<file path="src/rtl/swrm_pkg.sv">
// ----------------------------------------------------------------------------
// swrm_pkg - shared types and constants of the sliding window rate meter
// Field widths, register indexes, register reset values and the config type.
// ----------------------------------------------------------------------------
`timescale 1ns / 1ps

package swrm_pkg;

	// field widths
	localparam int CMD_W     = 1;
	localparam int TIME_W    = 32;
	localparam int BYTES_W   = 24;
	localparam int RATE_W    = 40;
	localparam int WBYTES_W  = 30;
	localparam int ENTRIES_W = 7;

	// configuration port
	localparam int CFG_W     = 20;
	localparam int CFG_IDX_W = 2;

	typedef logic [CFG_IDX_W-1:0] cfg_idx_t;
	typedef logic [CFG_W-1:0]     cfg_val_t;

	localparam cfg_idx_t REG_WINDOW_MS    = 2'd0;
	localparam cfg_idx_t REG_NEW_ENTRY_GAP = 2'd1;
	localparam cfg_idx_t REG_MIN_SLOT_AGE = 2'd2;

	localparam cfg_val_t WINDOW_MS_RST    = 20'd10000;
	localparam cfg_val_t NEW_ENTRY_GAP_RST = 20'd1000;
	localparam cfg_val_t MIN_SLOT_AGE_RST = 20'd2000;

	// command codes
	localparam logic [CMD_W-1:0] CMD_SAMPLE = 1'b0;
	localparam logic [CMD_W-1:0] CMD_CLEAR  = 1'b1;

	// ms to s scaling, and the bits it adds to a product
	localparam int MS_PER_S   = 1000;
	localparam int MS_PER_S_W = 10;

	// saturation limits of the result fields
	localparam logic [RATE_W-1:0]   RATE_MAX   = {RATE_W{1'b1}};
	localparam logic [WBYTES_W-1:0] WBYTES_MAX = {WBYTES_W{1'b1}};

	typedef logic [TIME_W-1:0]    time_t;
	typedef logic [BYTES_W-1:0]   bytes_t;
	typedef logic [RATE_W-1:0]    rate_t;
	typedef logic [WBYTES_W-1:0]  wbytes_t;
	typedef logic [ENTRIES_W-1:0] entries_t;

	typedef struct packed {
		cfg_val_t window_ms;
		cfg_val_t new_entry_gap_ms;
		cfg_val_t min_slot_age_ms;
	} cfg_t;

	// divider handshake with the sequencer
	typedef struct packed {
		logic start;
	} div_req_t;

	typedef struct packed {
		logic busy;
		logic done;
	} div_stat_t;

endpackage

</file>
<file path="src/rtl/swrm_if.sv">
// ----------------------------------------------------------------------------
// swrm_if - valid/ready channels of the sliding window rate meter
// Sample channel into the block and result channel out of it.
// ----------------------------------------------------------------------------
`timescale 1ns / 1ps

interface swrm_in_if;
	import swrm_pkg::*;

	logic   valid;
	logic   ready;
	logic   cmd;
	time_t  now_ms;
	bytes_t bytes_sent;
	time_t  slot_age_ms;

	modport source (output valid, cmd, now_ms, bytes_sent, slot_age_ms, input ready);
	modport sink   (input valid, cmd, now_ms, bytes_sent, slot_age_ms, output ready);
endinterface

interface swrm_out_if;
	import swrm_pkg::*;

	logic     valid;
	logic     ready;
	rate_t    rate_bytes_per_s;
	wbytes_t  window_bytes;
	entries_t entries_held;

	modport source (output valid, rate_bytes_per_s, window_bytes, entries_held, input ready);
	modport sink   (input valid, rate_bytes_per_s, window_bytes, entries_held, output ready);
endinterface

</file>
<file path="src/rtl/swrm_ram.sv">
// ----------------------------------------------------------------------------
// swrm_ram - generic simple dual port RAM
// One write port, one read port, read data registered.
// ----------------------------------------------------------------------------
`timescale 1ns / 1ps

module swrm_ram #(
	parameter int WIDTH = 56,
	parameter int DEPTH = 64,
	parameter int AW    = 6
) (
	input  logic             clk,
	input  logic             we,
	input  logic [AW-1:0]    waddr,
	input  logic [WIDTH-1:0] wdata,
	input  logic             re,
	input  logic [AW-1:0]    raddr,
	output logic [WIDTH-1:0] rdata
);

	logic [WIDTH-1:0] mem [DEPTH];

	// write port
	always_ff @(posedge clk) begin
		if (we) begin
			mem[waddr] <= wdata;
		end
	end

	// registered read port
	always_ff @(posedge clk) begin
		if (re) begin
			rdata <= mem[raddr];
		end
	end

endmodule

</file>
<file path="src/rtl/swrm_div.sv">
// ----------------------------------------------------------------------------
// swrm_div - restoring radix-2 divider
// Unsigned NUM_W by 32 bit divide, one quotient bit per cycle.
// ----------------------------------------------------------------------------
`timescale 1ns / 1ps

module swrm_div #(
	parameter int NUM_W = 41
) (
	input  logic                   clk,
	input  logic                   arst_n,
	input  swrm_pkg::div_req_t     req,
	input  logic [NUM_W-1:0]       num,
	input  swrm_pkg::time_t        den,
	output swrm_pkg::div_stat_t    stat,
	output logic [NUM_W-1:0]       quot
);
	import swrm_pkg::*;

	localparam int CNT_W = $clog2(NUM_W + 1);

	logic [NUM_W-1:0] num_q;   // dividend bits shift out, quotient bits shift in
	time_t            rem_q;
	time_t            den_q;
	logic [CNT_W-1:0] cnt_q;
	logic             busy_q;
	logic             done_q;
	logic [TIME_W:0]  trial;
	logic             qbit;

	// one trial subtraction per cycle
	always_comb begin
		trial = {rem_q, num_q[NUM_W-1]};
		qbit  = (trial >= {1'b0, den_q});
	end

	always_ff @(posedge clk or negedge arst_n) begin
		if (!arst_n) begin
			busy_q <= 1'b0;
			done_q <= 1'b0;
			cnt_q  <= '0;
		end else begin
			// last quotient bit lands on the final busy cycle
			done_q <= busy_q && !req.start && (cnt_q == CNT_W'(1));
			if (req.start) begin
				busy_q <= 1'b1;
				cnt_q  <= CNT_W'(NUM_W);
			end else if (busy_q) begin
				cnt_q <= cnt_q - 1'b1;
				if (cnt_q == CNT_W'(1)) begin
					busy_q <= 1'b0;
				end
			end
		end
	end

	// datapath
	always_ff @(posedge clk) begin
		if (req.start) begin
			num_q <= num;
			rem_q <= '0;
			den_q <= den;
		end else if (busy_q) begin
			num_q <= {num_q[NUM_W-2:0], qbit};
			rem_q <= qbit ? TIME_W'(trial - {1'b0, den_q}) : trial[TIME_W-1:0];
		end
	end

	assign stat.busy = busy_q;
	assign stat.done = done_q;
	assign quot      = num_q;

endmodule

</file>
<file path="src/rtl/sliding_window_rate_meter_top.sv">
// ----------------------------------------------------------------------------
// sliding_window_rate_meter_top - windowed byte rate over a history FIFO
// A clear word goes from idle straight to the finish state, which loads the
//   output register once it is free; a sample goes through check, evict (full
//   history only), scan read (skipped when no entry is recorded), scan, then
//   start and divide for a rate, and finish. The bit-serial divider dominates.
// Throughput: one word at a time; the next sample is taken once the result
//   is in the output register. Reset empties the FIFO at once (no clear pass).
// ----------------------------------------------------------------------------
`timescale 1ns / 1ps

module sliding_window_rate_meter_top #(
	parameter int HISTORY_DEPTH = 64
) (
	input  logic                clk,
	input  logic                arst_n,
	swrm_in_if.sink             in_ch,
	swrm_out_if.source          out_ch,
	input  logic                cfg_we,
	input  swrm_pkg::cfg_idx_t  cfg_idx,
	input  swrm_pkg::cfg_val_t  cfg_wdata
);
	import swrm_pkg::*;

	localparam int PTR_W     = $clog2(HISTORY_DEPTH);
	localparam int CNT_W     = $clog2(HISTORY_DEPTH + 1);
	localparam int SUM_RAW_W = BYTES_W + CNT_W;
	localparam int SUM_W     = (SUM_RAW_W > WBYTES_W) ? SUM_RAW_W : WBYTES_W + 1;
	localparam int NUM_W     = SUM_W + MS_PER_S_W;
	localparam int CNTX_W    = (CNT_W > ENTRIES_W) ? CNT_W : ENTRIES_W;
	localparam int ENT_W     = BYTES_W + TIME_W;

	// sequencer states
	localparam logic [2:0] S_IDLE    = 3'd0;
	localparam logic [2:0] S_CHK     = 3'd1;
	localparam logic [2:0] S_EVICT   = 3'd2;
	localparam logic [2:0] S_SCAN_RD = 3'd3;
	localparam logic [2:0] S_SCAN    = 3'd4;
	localparam logic [2:0] S_START   = 3'd5;
	localparam logic [2:0] S_DIV     = 3'd6;
	localparam logic [2:0] S_FIN     = 3'd7;

	function automatic logic [PTR_W-1:0] next_ptr(input logic [PTR_W-1:0] p);
		next_ptr = (p == PTR_W'(HISTORY_DEPTH - 1)) ? '0 : p + 1'b1;
	endfunction

	function automatic logic [PTR_W-1:0] prev_ptr(input logic [PTR_W-1:0] p);
		prev_ptr = (p == '0) ? PTR_W'(HISTORY_DEPTH - 1) : p - 1'b1;
	endfunction

	cfg_t             cfg_q;
	logic [2:0]       state_q;
	logic [PTR_W-1:0] head_q;
	logic [PTR_W-1:0] tail_q;
	logic [CNT_W-1:0] count_q;
	logic [SUM_W-1:0] sum_q;
	time_t            now_q;
	bytes_t           bytes_q;
	logic             slot_ok_q;
	time_t            age_q;
	rate_t            rate_q;

	logic             out_valid_q;
	rate_t            out_rate_q;
	wbytes_t          out_wbytes_q;
	entries_t         out_entries_q;

	logic             in_acc;
	logic             out_free;
	logic             ram_we;
	logic             ram_re;
	logic [PTR_W-1:0] ram_raddr;
	logic [ENT_W-1:0] ram_rdata;
	bytes_t           rd_bytes;
	time_t            rd_time;
	time_t            rd_age;
	logic             push;
	logic             full;
	logic             drop;

	div_req_t         div_req;
	div_stat_t        div_stat;
	logic [NUM_W-1:0] div_num;
	logic [NUM_W-1:0] div_quot;
	logic [CNTX_W-1:0] count_x;

	// configuration registers
	always_ff @(posedge clk or negedge arst_n) begin
		if (!arst_n) begin
			cfg_q.window_ms        <= WINDOW_MS_RST;
			cfg_q.new_entry_gap_ms <= NEW_ENTRY_GAP_RST;
			cfg_q.min_slot_age_ms  <= MIN_SLOT_AGE_RST;
		end else if (cfg_we) begin
			unique case (cfg_idx)
				REG_WINDOW_MS:     cfg_q.window_ms        <= cfg_wdata;
				REG_NEW_ENTRY_GAP: cfg_q.new_entry_gap_ms <= cfg_wdata;
				REG_MIN_SLOT_AGE:  cfg_q.min_slot_age_ms  <= cfg_wdata;
				default: ;
			endcase
		end
	end

	assign in_ch.ready = (state_q == S_IDLE);
	assign in_acc      = in_ch.valid && in_ch.ready;
	assign out_free    = !out_valid_q || out_ch.ready;

	// history entry read back: {bytes, time}
	assign rd_bytes = ram_rdata[ENT_W-1:TIME_W];
	assign rd_time  = ram_rdata[TIME_W-1:0];
	assign rd_age   = now_q - rd_time;

	assign full = (count_q == CNT_W'(HISTORY_DEPTH));
	assign push = (bytes_q != '0) || (count_q == '0) ||
		(rd_age > TIME_W'(cfg_q.new_entry_gap_ms));
	assign drop = (rd_age > TIME_W'(cfg_q.window_ms));

	// memory read address per state
	always_comb begin
		ram_re    = 1'b0;
		ram_raddr = head_q;
		unique case (state_q)
			S_IDLE: begin
				ram_re    = in_acc;
				ram_raddr = prev_ptr(tail_q);
			end
			S_CHK: begin
				ram_re = !push || full;
			end
			S_SCAN_RD: begin
				ram_re = 1'b1;
			end
			S_SCAN: begin
				ram_re    = drop;
				ram_raddr = next_ptr(head_q);
			end
			default: ;
		endcase
	end

	assign ram_we = ((state_q == S_CHK) && push && !full) || (state_q == S_EVICT);

	swrm_ram #(
		.WIDTH (ENT_W),
		.DEPTH (HISTORY_DEPTH),
		.AW    (PTR_W)
	) u_hist (
		.clk   (clk),
		.we    (ram_we),
		.waddr (tail_q),
		.wdata ({bytes_q, now_q}),
		.re    (ram_re),
		.raddr (ram_raddr),
		.rdata (ram_rdata)
	);

	// sum * 1000 feeds the divider input register directly
	assign div_req.start = (state_q == S_START);
	assign div_num       = NUM_W'(sum_q) * NUM_W'(MS_PER_S);

	swrm_div #(
		.NUM_W (NUM_W)
	) u_div (
		.clk    (clk),
		.arst_n (arst_n),
		.req    (div_req),
		.num    (div_num),
		.den    (age_q),
		.stat   (div_stat),
		.quot   (div_quot)
	);

	// sequencer and FIFO bookkeeping
	always_ff @(posedge clk or negedge arst_n) begin
		if (!arst_n) begin
			state_q <= S_IDLE;
			head_q  <= '0;
			tail_q  <= '0;
			count_q <= '0;
			sum_q   <= '0;
		end else begin
			unique case (state_q)
				S_IDLE: begin
					if (in_acc) begin
						if (in_ch.cmd == CMD_CLEAR) begin
							head_q  <= '0;
							tail_q  <= '0;
							count_q <= '0;
							sum_q   <= '0;
							state_q <= S_FIN;
						end else begin
							state_q <= S_CHK;
						end
					end
				end
				S_CHK: begin
					priority if (!push) begin
						state_q <= S_SCAN;
					end else if (full) begin
						state_q <= S_EVICT;
					end else begin
						tail_q  <= next_ptr(tail_q);
						count_q <= count_q + 1'b1;
						sum_q   <= sum_q + SUM_W'(bytes_q);
						state_q <= S_SCAN_RD;
					end
				end
				S_EVICT: begin
					// oldest out, new one in: count is unchanged
					sum_q   <= sum_q - SUM_W'(rd_bytes) + SUM_W'(bytes_q);
					head_q  <= next_ptr(head_q);
					tail_q  <= next_ptr(tail_q);
					state_q <= S_SCAN_RD;
				end
				S_SCAN_RD: begin
					state_q <= S_SCAN;
				end
				S_SCAN: begin
					if (drop) begin
						sum_q   <= sum_q - SUM_W'(rd_bytes);
						head_q  <= next_ptr(head_q);
						count_q <= count_q - 1'b1;
						if (count_q == CNT_W'(1)) begin
							state_q <= S_FIN;
						end
					end else if ((rd_age != '0) && slot_ok_q) begin
						state_q <= S_START;
					end else begin
						state_q <= S_FIN;
					end
				end
				S_START: begin
					state_q <= S_DIV;
				end
				S_DIV: begin
					if (div_stat.done) begin
						state_q <= S_FIN;
					end
				end
				S_FIN: begin
					if (out_free) begin
						state_q <= S_IDLE;
					end
				end
				default: state_q <= S_IDLE;
			endcase
		end
	end

	// per-word payload registers
	always_ff @(posedge clk) begin
		if (in_acc) begin
			now_q     <= in_ch.now_ms;
			bytes_q   <= in_ch.bytes_sent;
			slot_ok_q <= (in_ch.slot_age_ms > TIME_W'(cfg_q.min_slot_age_ms));
			rate_q    <= '0;
		end
		if (state_q == S_SCAN) begin
			age_q <= rd_age;
		end
		if ((state_q == S_DIV) && div_stat.done) begin
			rate_q <= (div_quot > NUM_W'(RATE_MAX)) ? RATE_MAX : div_quot[RATE_W-1:0];
		end
	end

	// output register
	assign count_x = CNTX_W'(count_q);

	always_ff @(posedge clk or negedge arst_n) begin
		if (!arst_n) begin
			out_valid_q <= 1'b0;
		end else if ((state_q == S_FIN) && out_free) begin
			out_valid_q <= 1'b1;
		end else if (out_ch.ready) begin
			out_valid_q <= 1'b0;
		end
	end

	always_ff @(posedge clk) begin
		if ((state_q == S_FIN) && out_free) begin
			out_rate_q    <= rate_q;
			out_wbytes_q  <= (sum_q > SUM_W'(WBYTES_MAX)) ? WBYTES_MAX : sum_q[WBYTES_W-1:0];
			out_entries_q <= count_x[ENTRIES_W-1:0];
		end
	end

	assign out_ch.valid            = out_valid_q;
	assign out_ch.rate_bytes_per_s = out_rate_q;
	assign out_ch.window_bytes     = out_wbytes_q;
	assign out_ch.entries_held     = out_entries_q;

	// checks
	a_count_bound: assert property (@(posedge clk) disable iff (!arst_n)
		count_q <= CNT_W'(HISTORY_DEPTH))
		else $error("history count above depth");

	a_ptr_count: assert property (@(posedge clk) disable iff (!arst_n)
		(head_q == tail_q) == ((count_q == '0) || (count_q == CNT_W'(HISTORY_DEPTH))))
		else $error("head/tail pointers disagree with count");

	a_empty_sum: assert property (@(posedge clk) disable iff (!arst_n)
		(count_q == '0) |-> (sum_q == '0))
		else $error("nonzero sum with empty history");

	a_div_done: assert property (@(posedge clk) disable iff (!arst_n)
		div_stat.done |-> (state_q == S_DIV))
		else $error("divider finished outside divide state");

	a_div_busy: assert property (@(posedge clk) disable iff (!arst_n)
		(state_q == S_DIV) |-> (div_stat.busy || div_stat.done))
		else $error("divide state with divider idle");

endmodule
</file>
<file path="src/flat_wrapper.sv">
// flat-port wrapper written by rule: the top's interface ports become plain ports
module sliding_window_rate_meter_top_flat import swrm_pkg::*;
#(
	parameter int HISTORY_DEPTH = 64
)
  (clk, arst_n, cfg_we, cfg_idx, cfg_wdata, in_ch_valid, in_ch_cmd, in_ch_now_ms, in_ch_bytes_sent, in_ch_slot_age_ms, in_ch_ready, out_ch_valid, out_ch_rate_bytes_per_s, out_ch_window_bytes, out_ch_entries_held, out_ch_ready);
  swrm_in_if in_ch_i ();
  swrm_out_if out_ch_i ();
  input  logic clk;
  input  logic arst_n;
  input  logic cfg_we;
  input  swrm_pkg::cfg_idx_t cfg_idx;
  input  swrm_pkg::cfg_val_t cfg_wdata;
  input wire logic [$bits(in_ch_i.valid)-1:0] in_ch_valid;
  input wire logic [$bits(in_ch_i.cmd)-1:0] in_ch_cmd;
  input wire logic [$bits(in_ch_i.now_ms)-1:0] in_ch_now_ms;
  input wire logic [$bits(in_ch_i.bytes_sent)-1:0] in_ch_bytes_sent;
  input wire logic [$bits(in_ch_i.slot_age_ms)-1:0] in_ch_slot_age_ms;
  output wire logic [$bits(in_ch_i.ready)-1:0] in_ch_ready;
  output wire logic [$bits(out_ch_i.valid)-1:0] out_ch_valid;
  output wire logic [$bits(out_ch_i.rate_bytes_per_s)-1:0] out_ch_rate_bytes_per_s;
  output wire logic [$bits(out_ch_i.window_bytes)-1:0] out_ch_window_bytes;
  output wire logic [$bits(out_ch_i.entries_held)-1:0] out_ch_entries_held;
  input wire logic [$bits(out_ch_i.ready)-1:0] out_ch_ready;
  assign in_ch_i.valid = in_ch_valid;
  assign in_ch_i.cmd = in_ch_cmd;
  assign in_ch_i.now_ms = in_ch_now_ms;
  assign in_ch_i.bytes_sent = in_ch_bytes_sent;
  assign in_ch_i.slot_age_ms = in_ch_slot_age_ms;
  assign in_ch_ready = in_ch_i.ready;
  assign out_ch_valid = out_ch_i.valid;
  assign out_ch_rate_bytes_per_s = out_ch_i.rate_bytes_per_s;
  assign out_ch_window_bytes = out_ch_i.window_bytes;
  assign out_ch_entries_held = out_ch_i.entries_held;
  assign out_ch_i.ready = out_ch_ready;
  sliding_window_rate_meter_top #(.HISTORY_DEPTH(HISTORY_DEPTH)) u_core (.clk(clk), .arst_n(arst_n), .in_ch(in_ch_i), .out_ch(out_ch_i), .cfg_we(cfg_we), .cfg_idx(cfg_idx), .cfg_wdata(cfg_wdata));
endmodule
</file>
<file path="config.mk">
export PLATFORM = sky130hd
export DESIGN_NAME = sliding_window_rate_meter_top_flat
export DESIGN_NICKNAME = d
export VERILOG_FILES = /design/src/rtl/swrm_pkg.sv /design/src/rtl/swrm_if.sv /design/src/rtl/swrm_ram.sv /design/src/rtl/swrm_div.sv /design/src/rtl/sliding_window_rate_meter_top.sv /design/src/flat_wrapper.sv
export SDC_FILE = /design/constraint.sdc
export NUM_CORES = 2
export LEC_CHECK = 0
export BUFFER_PORTS_ARGS = -buffer_cell sky130_fd_sc_hd__buf_2
export CORE_AREA = 2 2 651 653
export CTS_BUF_LIST = sky130_fd_sc_hd__clkbuf_8
export DETAILED_ROUTE_END_ITERATION = 10
export DIE_AREA = 0 0 653 655
export PLACE_DENSITY_LB_ADDON = 0.12
export SYNTH_ARGS = -nofsm -noshare
export SYNTH_HDL_FRONTEND = slang
export SYNTH_HIERARCHICAL = 1
export SYNTH_SLANG_ARGS = --single-unit
</file>
<file path="constraint.sdc">
create_clock -name clk -period 11.9 [get_ports clk]
set_input_delay 1.19 -clock clk [delete_from_list [all_inputs] [get_ports clk]]
set_output_delay 1.19 -clock clk [all_outputs]
set_load 0.02 [all_outputs]
</file>
==> flow_summary.yaml <==
outcome:
  status: "finished, violations left"
  violations: "max-capacitance violations"
clocking:
  cts_tree: "yes"
  cts_resized: 0
  root_buffer: "clkbuf_8"
  post_cts_buffers: 0
  ctsHoldBuffers: 2
  cts.sinks: 4073
  path_clk_slew_ns: 0.06
  clk_path_buf_depth: 4
  clock_latency_ns: 1.23
  numCtsBuffers: 684
  cts_max_level: 6
worst_setup_path:
  crit_end: "u_core/u_hist/mem[41][12]$_DFFE_PP_"
  end_kind: "register"
  crit_family: "simple AND/OR/NAND/NOR gates"
  worst_path_max_delay_cell: "nor2_4"
  r2r_cells: 25
  worst_setup_path_start_kind: "register"
  rrSetupSlack_ns: 3.07
  path_depth: 25
  timing.rr.end: "u_core/u_hist/mem[41][12]$_DFFE_PP_"
  path_class: "register to register"
  critical_path_peak_fanout: 65
  r2r_start: "u_core/now_q[1]$_DFFE_PP_"
  crit_required_ns: 12.73
  crit_buf_inv: 5
  startpoint: "u_core/now_q[1]$_DFFE_PP_"
  critical-path-max-stage-delay_ns: 1.27
  arrival_ns: 9.66
sta:
  period_share: 0.742
  slew_viol_final: 0
  rsz0062_at_grt: "no"
  setup_violations: 0
  max-slew-margin-rel: 0.0155
  worst_slew_pin_slew_ns: 1.46
  tns_ns: 0
  final-hold-violation-count: 0
  clock_skew_ns: 0.0656
  fmax_ghz: 0.113
  fin_crit_ns: 8.83
layout:
  utilization: 0.449
  fill_cells: 36364
  fin_nets: 10125
  area_growth_pct: 13.1
  drive_above_1_share: 0.242
  mostFrequentLayoutCells: "3,919 x edfxtp_1, 803 x mux4_2, 704 x clkbuf_8"
  final_common_cell: "edfxtp_1"
global_route:
  grt_pass1_vias: 90954
  grt_first_pass_wirelength_um: 723000
  antenna_found_initial: 86
  grt_overflow: 0
  grt_usage: 0.241
  grt_max_degree: 95
synth:
  synthCells: 8855
  synth_area_um2: 168000
  ys_warn_count: 6
  syn_area_per_cell_um2: 18.9
hold_path:
  min_path_cells: 1
  min_path_type: "input port to register"
die:
  die_w_um: 653
  initial_core_util: 0.397
  rows: 239
  core_um2: 422000
  die_y_um: 655
  ios: 195
  die-area_um2: 428000
drt:
  vias_per_cell: 5.81
  dr.pass1.iters: 6
  wl_per_cell_um: 33.2
  drtIter0Drc: 10992
  vias: 91525
  wl_um: 524000
  detail-route-antenna-nets: 0
  drc: 0
pwr:
  peakVddDrop_v: 0.000500
  power.leakage_nw: 62.5
  p_per_area_nw_per_um2: 284
placement:
  dp_hpwl_um: 336000
  place_congestion: 0.869
  numPortBuffers: 194
flow_run:
  max_cap_viol_count: 1
## layer usage
metal | vias up | track usage | wire [um]
li1 | 37880 | - | -
met1 | 49012 | 0.342 | 222000
met2 | 3936 | 0.388 | 249000
met3 | 669 | 0.0419 | 40500
met4 | 28 | 0.0556 | 11400
met5 | - | 0 | 193
## flip-flops by register name, summed over array words and instances, names as in the netlist, 3 cells and up
| signal | cells |
|---|---|
| u_core/head_q | 6 |
| u_core/out_ch.rate_bytes_per_s | 40 |
| u_core/bytes_q | 24 |
| u_core/state_q | 3 |
| u_core/out_ch.window_bytes | 30 |
| u_core/now_q | 32 |
| u_core/out_ch.entries_held | 7 |
| u_core/cfg_q | 60 |
| u_core/u_div/den_q | 32 |
| u_core/u_div/quot | 41 |
| u_core/u_div/rem_q | 32 |
| u_core/u_hist/mem | 3584 |
| u_core/age_q | 32 |
| u_core/count_q | 7 |
| u_core/tail_q | 6 |
| u_core/u_hist/rdata | 56 |
| u_core/sum_q | 31 |
| u_core/rate_q | 40 |
| u_core/u_div/cnt_q | 6 |
## worst min path at each step
stage | startpoint | endpoint | slack, ns
after CTS | in_ch_bytes_sent[2] | u_core/bytes_q[2]$_DFFE_PP_ | 0.005
after detailed placement | u_core/rate_q[10]$_SDFFCE_PN0P_ | u_core/out_ch.rate_bytes_per_s[10]$_DFFE_PP_ | 0.40
after global routing | in_ch_bytes_sent[4] | u_core/bytes_q[4]$_DFFE_PP_ | 0.10
final | in_ch_bytes_sent[2] | u_core/bytes_q[2]$_DFFE_PP_ | 0.15
after floorplan | u_core/rate_q[0]$_SDFFCE_PN0P_ | u_core/out_ch.rate_bytes_per_s[0]$_DFFE_PP_ | 0.40
after global placement | u_core/age_q[15]$_DFFE_PP_ | u_core/u_div/den_q[15]$_DFFE_PP_ | 0.40
## metrics by stage
stage | instance area [um^2] | setup WS (ns) | power (mW) | hold WS, ns | instances
floorplan | 168000 | 2.39 | 34.6 | 0.400 | 8857
global placement | 177000 | 3.01 | 42.5 | 0.404 | 14472
detailed placement | 177000 | 3.12 | 42.5 | 0.405 | 14475
CTS | 189000 | 3.04 | 54.4 | 0.00489 | 15697
global route | 189000 | 2.54 | 57.0 | 0.101 | 15699
finish | 189000 | 3.07 | 53.9 | 0.149 | 15753
## worst reg2reg max path, cell delays in order, from the launching register on
cell      delay (ns)
edfxtp_1        0.38
buf_4           0.58
ha_1            0.28
nor2_1          0.06
a211oi_1        0.45
o211ai_1        0.23
and3_1          0.30
o31ai_1         0.36
a21o_1          0.16
a21o_1          0.12
xnor2_1         0.15
inv_1           0.14
ha_1            0.32
a21oi_1         0.09
o211a_1         0.12
o211ai_1        0.11
a21o_1          0.24
nand2b_1        0.15
o21ai_0         0.24
a32oi_4         0.29
buf_4           0.49
nand2_1         0.23
inv_2           0.28
nand3_1         0.78
nor2_4          1.27
buf_4           0.60
## area by class of cell
cell class,count,area (um^2),share of cell area
Inverter,229,867,0.00458
Clock buffer,704,9690,0.0511
Antenna cell,56,140,0.000740
Tap cell,5543,6940,0.0366
Timing Repair Buffer,517,3700,0.0196
Sequential cell,4073,121000,0.641
Clock inverter,516,2970,0.0157
Multi-Input combinational cell,4115,43800,0.231
## where the power goes
part	leakage [nW]	internal [mW]	switching (mW)	total [mW]
combinational	18.2	10.1	14.7	24.9
sequential	37.1	16.7	0.555	17.3
clock	7.21	5.95	5.79	11.7
total	62.5	32.8	21.1	53.9
(Power assumes the default switching activity.)
